**src/rtl/core/pcx_pkg.sv**
```systemverilog
package pcx_pkg;

	// Line store geometry and register widths
	localparam int MAX_LINE_BYTES = 2048;
	localparam int COL_W          = 11;
	localparam int CFG_W          = 12;
	localparam int CFG_IDX_W      = 1;
	localparam int RUN_W          = 6;

	// Stream byte codes
	localparam logic [7:0]       RUN_MARK       = 8'hC0;
	localparam logic [RUN_W-1:0] RUN_COUNT_MASK = 6'h3F;

	// Register indexes on the configuration channel
	localparam logic [CFG_IDX_W-1:0] CFG_BYTES_PER_LINE = 1'b0;
	localparam logic [CFG_IDX_W-1:0] CFG_IMAGE_WIDTH    = 1'b1;

	// Register reset values and clamp limit
	localparam logic [CFG_W-1:0] BPL_RESET   = 12'd320;
	localparam logic [CFG_W-1:0] WIDTH_RESET = 12'd320;
	localparam logic [CFG_W-1:0] BPL_MAX     = 12'd2048;

	typedef enum logic [1:0] {
		ST_ACCEPT,
		ST_PLACE,
		ST_LOAD
	} state_t;

	typedef enum logic [1:0] {
		PLANE_RED,
		PLANE_GREEN,
		PLANE_BLUE
	} plane_t;

	// Controller to datapath
	typedef struct packed {
		logic take;
		logic place;
		logic load;
	} cmd_t;

	// Datapath to controller
	typedef struct packed {
		logic start_run;
		logic emit;
		logic finish;
		logic finish_s1;
		logic out_free;
	} sts_t;

endpackage

```
**src/rtl/core/pcx_ctrl.sv**
```systemverilog
module pcx_ctrl (
	input  logic          clk,
	input  logic          arst_n,
	input  logic          s_tvalid,
	output logic          s_tready,
	input  pcx_pkg::sts_t sts,
	output pcx_pkg::cmd_t cmd
);

	pcx_pkg::state_t state_q;
	pcx_pkg::state_t state_nxt;

	always_ff @(posedge clk or negedge arst_n) begin
		if (!arst_n) begin
			state_q <= pcx_pkg::ST_ACCEPT;
		end else begin
			state_q <= state_nxt;
		end
	end

	// Next state
	always_comb begin
		state_nxt = state_q;
		unique case (state_q)
			pcx_pkg::ST_ACCEPT: begin
				if (s_tvalid && sts.start_run) begin
					state_nxt = pcx_pkg::ST_PLACE;
				end
			end
			pcx_pkg::ST_PLACE: begin
				priority if (sts.emit) begin
					state_nxt = pcx_pkg::ST_LOAD;
				end else if (sts.finish) begin
					state_nxt = pcx_pkg::ST_ACCEPT;
				end
			end
			pcx_pkg::ST_LOAD: begin
				if (sts.out_free) begin
					state_nxt = sts.finish_s1 ? pcx_pkg::ST_ACCEPT : pcx_pkg::ST_PLACE;
				end
			end
			default: state_nxt = pcx_pkg::ST_ACCEPT;
		endcase
	end

	// Commands
	always_comb begin
		s_tready  = state_q == pcx_pkg::ST_ACCEPT;
		cmd.take  = (state_q == pcx_pkg::ST_ACCEPT) && s_tvalid;
		cmd.place = state_q == pcx_pkg::ST_PLACE;
		cmd.load  = (state_q == pcx_pkg::ST_LOAD) && sts.out_free;
	end

endmodule

```
**config.mk**
```make
export PLATFORM = sky130hd
export DESIGN_NAME = pcx_ctrl
export DESIGN_NICKNAME = d
export VERILOG_FILES = /design/src/rtl/core/pcx_pkg.sv /design/src/rtl/core/pcx_ctrl.sv
export SDC_FILE = /design/constraint.sdc
export NUM_CORES = 1
export LEC_CHECK = 0
export ABC_CLOCK_PERIOD_IN_PS = 1280
export BUFFER_PORTS_ARGS = -buffer_cell sky130_fd_sc_hd__buf_2
export CAP_MARGIN = 30
export CORE_AREA = 2 2 39 41
export CTS_BUF_LIST = sky130_fd_sc_hd__clkbuf_2
export DETAILED_ROUTE_END_ITERATION = 10
export DIE_AREA = 0 0 41 43
export PLACE_DENSITY_LB_ADDON = 0.12
export SLEW_MARGIN = 20
export SYNTH_ARGS = -nofsm -noshare
export SYNTH_HDL_FRONTEND = slang
export SYNTH_SLANG_ARGS = --single-unit
```
**constraint.sdc**
```tcl
create_clock -name clk -period 1.28 [get_ports clk]
set_input_delay 0.256 -clock clk [delete_from_list [all_inputs] [get_ports clk]]
set_output_delay 0.256 -clock clk [all_outputs]
set_load 0.01 [all_outputs]
```
* After elaboration in Yosys (flattened, before gate mapping) *
Index checks and enable logic that the tools add are counted.

word-level totals
  latch bits = 0
  memories kept = 0
  output and inout port bits = 4
  memory bits (read-only) = 0
  bits in writable memories = 0
  register bits = 2

cells by class
  $lt $le $gt $ge = 0
  eq/ne operators = 5
  divide/modulo/power cells = 0
  add/sub/neg operators = 0
  multiplexer cells = 6
  shifts and indexed selects = 0
  bitwise operators = 0
  reduce and logical (&&, ||, !) cells = 5
  multipliers = 0

operator list
  kind                                                    number
  two-way mux 2 bit                                       4
  one-hot mux 2 bit (3 select lines)                      1
  logical AND 1 bit                                       3
  inequality test 3 bit (second input constant)           1
  AND reduction 3 bit                                     1
  equality test 2 x 1 -> 1 bit (second input constant)    1
  equality test 2 bit (second input constant)             1
  zero test 2 bit                                         1
  inequality test 2 x 1 -> 1 bit (second input constant)  1
  inequality test 2 bit (second input constant)           1
  two-way mux 1 bit                                       1

* Depth between registers and ports, before layout *
Gate-level depths: netlist of run 1.

  depth after elaboration = 3
  depth in mapped cells = 2

* Worst setup path after synthesis of run 1 *
Ideal clock, no wire load.

  path type = reg-to-output
  from = register state_q[0]
  to = output cmd[2] (netlist bit)
  slack = 220 ps
  required time = 1024 ps
  arrival time = 804 ps
  cell stages (with the launch flop) = 2
  path through = dfrtp_1 nor3b_1

RTL lines
  item                    RTL line        RTL
  start, declared         pcx_ctrl.sv:10  pcx_pkg::state_t state_q;
  start signal, assigned  pcx_ctrl.sv:15  state_q <= pcx_pkg::ST_ACCEPT;
  start signal, assigned  pcx_ctrl.sv:17  state_q <= state_nxt;
  end, declared           pcx_ctrl.sv:7   output pcx_pkg::cmd_t cmd

==> flow_summary_export.csv, run 1 <==
group,metric,value,unit
die,die-width,41,um
final_layout,seqCellArea,52.6,um2
power,peakVddDrop,296,uV
sta,fin_skew,2.79,ps
worst_setup_path,rrSetupSlack,290,ps
worst_setup_path,cp-startpoint,"state_q[1]",
final_layout,regMostFlops,"state_q",
final_layout,antenna_cells,0,
worst_setup_path,critPathMaxFanout,7,
worst_setup_path,cp.required,1020,ps
yosys,synth_common_cells,"dfrtp_1, nor2_1, nor3b_1",
die,initial_utilization,8.77,%
final_layout,multi_input_area,76.3,um2
yosys,synth-seq-area-share,41.2,%
worst_hold_path,hold_depth,2,
die,rows,14,
clock_tree,cts_setup_buffers,0,
clock_tree,htree_levels,1,
worst_hold_path,hold_start,"sts[4]",
worst_hold_path,min_path_type,"primary input to flip-flop",
worst_setup_path,cp-end-kind,"output pin",
die,pin_count,12,
final_layout,fin_area,229,um2
die,die_area,1760,um2
sta,finalSetupViolCount,0,
yosys,ys_top_cells_by_area,"dfrtp_1, nor3b_1, nor4bb_1",
global_route,antenna_found_initial,0,
route,routed_wl,403,um
final_layout,drive_gt1_share,70.4,%
place,port-buffer-count,11,
die,core_region_area,1380,um2
final_layout,largest_reg_flops,2,
worst_setup_path,reg2reg_depth,2,
route,drc,0,
route,wire_per_inst,9.37,um
yosys,netlist.area_leader.share,41.2,%
clock_tree,cts_tree,"yes",
sta,maxSlewHeadroom,79.4,%
yosys,synth-seq-cells,2,
final_layout,n_fill_cell,159,
route,vias_per_cell,3.47,
clock_tree,cts.path.max_buffers,2,
sta,rsz0062_at_grt,"true",
route,ant_nets,0,
yosys,synth.distinct_cells,9,
sta,fin_setup_tns,0,ps
place,gp_congestion,0.528,
place,dp_hpwl,308,um
final_layout,fin_cells,43,
global_route,grt-ovfl-total,0,
worst_setup_path,r2r_start,"state_q[0]",
die,die_h,43,um
yosys,avgSynthCellArea,10.1,um2
worst_hold_path,worstHoldEndpoint,"state_q[0]",
global_route,grt_max_degree,8,
global_route,groute.usage.overall,6.22,%
worst_setup_path,r2r_end,"state_q[0]",
power,p_leak,0.122,nW
sta,layout_min_cycle_time,1240,ps
route,drt_iter0_markers,3,
clock_tree,cts_buffers,3,
power,power_density,1260,nW/um2
yosys,synth-async-reset-ratio,100,%
clock_tree,clk_latency,190,ps
sta,worstMarginPinSlew,305,ps
yosys,ys.flop_type,"dfrtp_1",
clock_tree,cts-root-buf,"clkbuf_2",
sta,fmax,0.808,GHz
clock_tree,cts_sinks,2,
sta,finalCritPeriodShare,96.7,%
power,finalPower,0.290,mW
yosys,synth.cell_area,121,um2
worst_setup_path,critical_path_arrival,980,ps
worst_setup_path,path_class,"flip-flop to output pin",
sta,slew_violations,0,
outcome,status,"complete, no violations",
yosys,yosysTopAreaCell,"dfrtp_1",
place,placed_area,196,um2
final_layout,reg.largest.list,"state_q: 2 flops",
sta,hold_viol_final,0,
final_layout,nets,37,
sta,whs,277,ps
run,maxCapViolCount,0,
yosys,postSynthCellCount,12,
route,firstDrtPassIters,2,
clock_tree,cts.clk_slew.worst_paths,30,ps
global_route,grt_pass1_vias,163,
final_layout,area_delta_synth_final,88.7,%
yosys,yosys_warnings,0,
route,num_vias,149,
global_route,grt_pass1_wl,641,um
yosys,synth-edff-count,0,
yosys,syn-num-nets,20,
place,dp.cells,39,
worst_setup_path,crit_path_start_kind,"flip-flop",
layer usage:
metal	track usage [%]	routed length (um)
met1	8.36	201
met2	5.31	134
met5	0	0
met4	8.00	0
met3	3.66	67
timing repair:
action | in CTS | in global routing
setup endpoints to repair | 1 | 1
gates cloned | 0 | 0
pin swaps | 0 | 1
hold buffers | 1 | 0
gates resized for setup | 3 | 0
hold endpoints to repair | 2 | 0
worst max-delay path: stages, from the launching register on:
cell,delay (ps)
dfrtp_2,430
nor3b_2,210
buf_2,160
power by group:
group	total, mW	switching (mW)	internal (mW)
clock	0.0961	0.0339	0.0622
combinational	0.0945	0.0405	0.0540
sequential	0.0990	0.0211	0.0779
total	0.290	0.0955	0.194
layout make-up:
cell class,instances,area share (%)
flip-flops and latches,2,23.0
clock buffers,3,6.56
well taps,16,8.74
repair buffers,12,28.4
multi-input cells,10,33.3
cell families after synthesis:
kind of cell	count (synthesis)	share of synthesized area, %
flip-flops	2	41.2
AO/OA/AOI/OAI	2	14.4
AND/OR/NAND/NOR	8	44.3
cell usage in the layout (no fill, tap or decap), drive strengths merged:
cell	n
nand2	1
buf	11
nor4b	1
a211o	1
a21o	1
nor4bb	1
dfrtp	2
nor3b	2
nor2	2
clkbuf	3
dlygate4sd3	1
and2b	1
how the worst max path moves through the flow:
stage               slack (ps)  cells after the start     end
floorplan                  220                      1  cmd[2]
global placement           180                      2  cmd[2]
detailed placement         170                      2  cmd[2]
CTS                         10                      2  cmd[2]
global route               -30                      2  cmd[2]
finish                      40                      2  cmd[2]
per-stage QoR:
stage	util (%)	setup WS (ps)
after floorplan	-	220
after global placement	14.2	181
after detailed placement	14.2	167
after CTS	16.5	13.4
after global routing	16.5	-30.6
final	16.5	42.1
No activity file was read; power rests on OpenSTA's default activity.
==> run 2, diff against run 1 <==
- CORE_AREA: 2 2 39 41 -> 4 4 41 43
- DIE_AREA: 0 0 41 43 -> 0 0 45 47
==> flow_summary_export.csv, run 2 (synthesis results as in run 1) <==
group,metric,value,unit
final_layout,n_fill_cell,157,
final_layout,multi_input_area,76.3,um2
clock_tree,htree_levels,1,
global_route,grt_pass1_wl,641,um
worst_setup_path,cp.required,1020,ps
global_route,antenna_found_initial,0,
clock_tree,cts.path.max_buffers,2,
sta,fin_skew,5.26,ps
sta,fin_setup_tns,0,ps
sta,fmax,0.788,GHz
sta,finalSetupViolCount,0,
global_route,grt-busiest-layer,"met4",
die,core_region_area,1300,um2
clock_tree,cts.clk_slew.worst_paths,30,ps
place,port-buffer-count,11,
route,routed_wl,428,um
route,num_vias,160,
die,initial_utilization,9.33,%
global_route,met3_usage,4.21,%
clock_tree,cts_sinks,2,
place,dp.cells,38,
sta,hold_viol_final,0,
global_route,grt_use_met2,5.65,%
final_layout,regMostFlops,"state_q",
clock_tree,cts_buffers,3,
global_route,grt_max_degree,8,
power,power_density,1290,nW/um2
die,die_h,47,um
worst_setup_path,cp-end-kind,"output pin",
run,maxCapViolCount,0,
clock_tree,cts-root-buf,"clkbuf_2",
clock_tree,clk_latency,200,ps
worst_setup_path,path_class,"flip-flop to output pin",
route,firstDrtPassIters,2,
final_layout,area_delta_synth_final,105,%
sta,finalCritPeriodShare,99.1,%
sta,layout_min_cycle_time,1270,ps
global_route,grt-ovfl-total,0,
sta,maxSlewHeadroom,79.4,%
die,rows,13,
route,drc,0,
worst_setup_path,critPathMaxFanout,7,
sta,worstMarginPinSlew,305,ps
final_layout,antenna_cells,0,
worst_setup_path,crit_path_start_kind,"flip-flop",
die,die-width,45,um
sta,rsz0062_at_grt,"true",
final_layout,fin_area,249,um2
final_layout,final_common_cell,"buf_2",
global_route,grtUsageMet1,4.56,%
route,vias_per_cell,3.64,
final_layout,largest_reg_flops,2,
outcome,status,"complete, no violations",
final_layout,nets,39,
clock_tree,cts_tree,"yes",
final_layout,drive_gt1_share,72.4,%
global_route,grt_pass1_vias,154,
route,wire_per_inst,9.73,um
place,dp_hpwl,321,um
die,pin_count,12,
power,p_leak,0.134,nW
die,die_area,2120,um2
final_layout,reg.largest.list,"state_q: 2 flops",
global_route,groute.usage.overall,4.98,%
power,peakVddDrop,620,uV
final_layout,most-common-layout-cells,"buf_2, clkbuf_2, nor2_1, buf_4, dfrtp_2",
final_layout,seqCellArea,52.6,um2
worst_hold_path,min_path_type,"primary input to flip-flop",
place,gp_congestion,0.639,
sta,slew_violations,0,
worst_setup_path,critical_path_arrival,1010,ps
final_layout,fin_cells,44,
route,drt_iter0_markers,1,
route,ant_nets,0,
final_layout,final_util,19.1,%
place,placed_area,195,um2
run 2: routing by layer:
metal,part of all wire [%],vias up
li1,-,79
met1,37,69
met2,45,10
met3,16,2
met4,1.9,0
met5,0,-
run 2: stage by stage:
stage,power [mW],hold WS (ps),setup slack [ps]
finish,0.321,273,10.9
global route,0.351,266,-54.4
CTS,0.314,256,0.368
detailed placement,0.186,44.1,145
global placement,0.187,42.1,170
floorplan,0.142,-39.6,220
run 2: cell type report:
class | count | share of cell area (%)
Sequential cell | 2 | 21.1
Timing Repair Buffer | 14 | 34.7
Tap cell | 15 | 7.54
Clock buffer | 3 | 6.03
Multi-Input combinational cell | 10 | 30.7
run 2: worst max-delay path: stages (launching register included):
cell and delay, ps:
dfrtp_2 440, nor3b_2 210, buf_2 160
run 2: repair_timing:
action,CTS,global route
endpoints found under the setup margin,1,2
resized for setup,3,1
pin swaps,1,1
hold buffers,1,0
hold endpoints to repair,2,0
buffers inserted,0,2
run 2: worst paths after layout:
| path | startpoint | end | slack (ps) | depth (start not counted) |
|---|---|---|---|---|
| min in group asynchronous | arst_n | state_q[0] | 370 | 2 |
| worst min-delay path | sts[4] | state_q[0] | 270 | 2 |
| max in group asynchronous | arst_n | state_q[1] | 800 | 2 |
| worst min register to register | state_q[0] | state_q[1] | 710 | 2 |
| worst max register to register | state_q[0] | state_q[1] | 160 | 3 |
| worst max-delay path | state_q[0] | cmd[2] | 10 | 2 |
run 2: power by group:
group          internal (mW)  total [mW]  switching [mW]
Combinational         0.0749       0.120          0.0450
Sequential            0.0778      0.0996          0.0218
Clock                 0.0623       0.101          0.0389
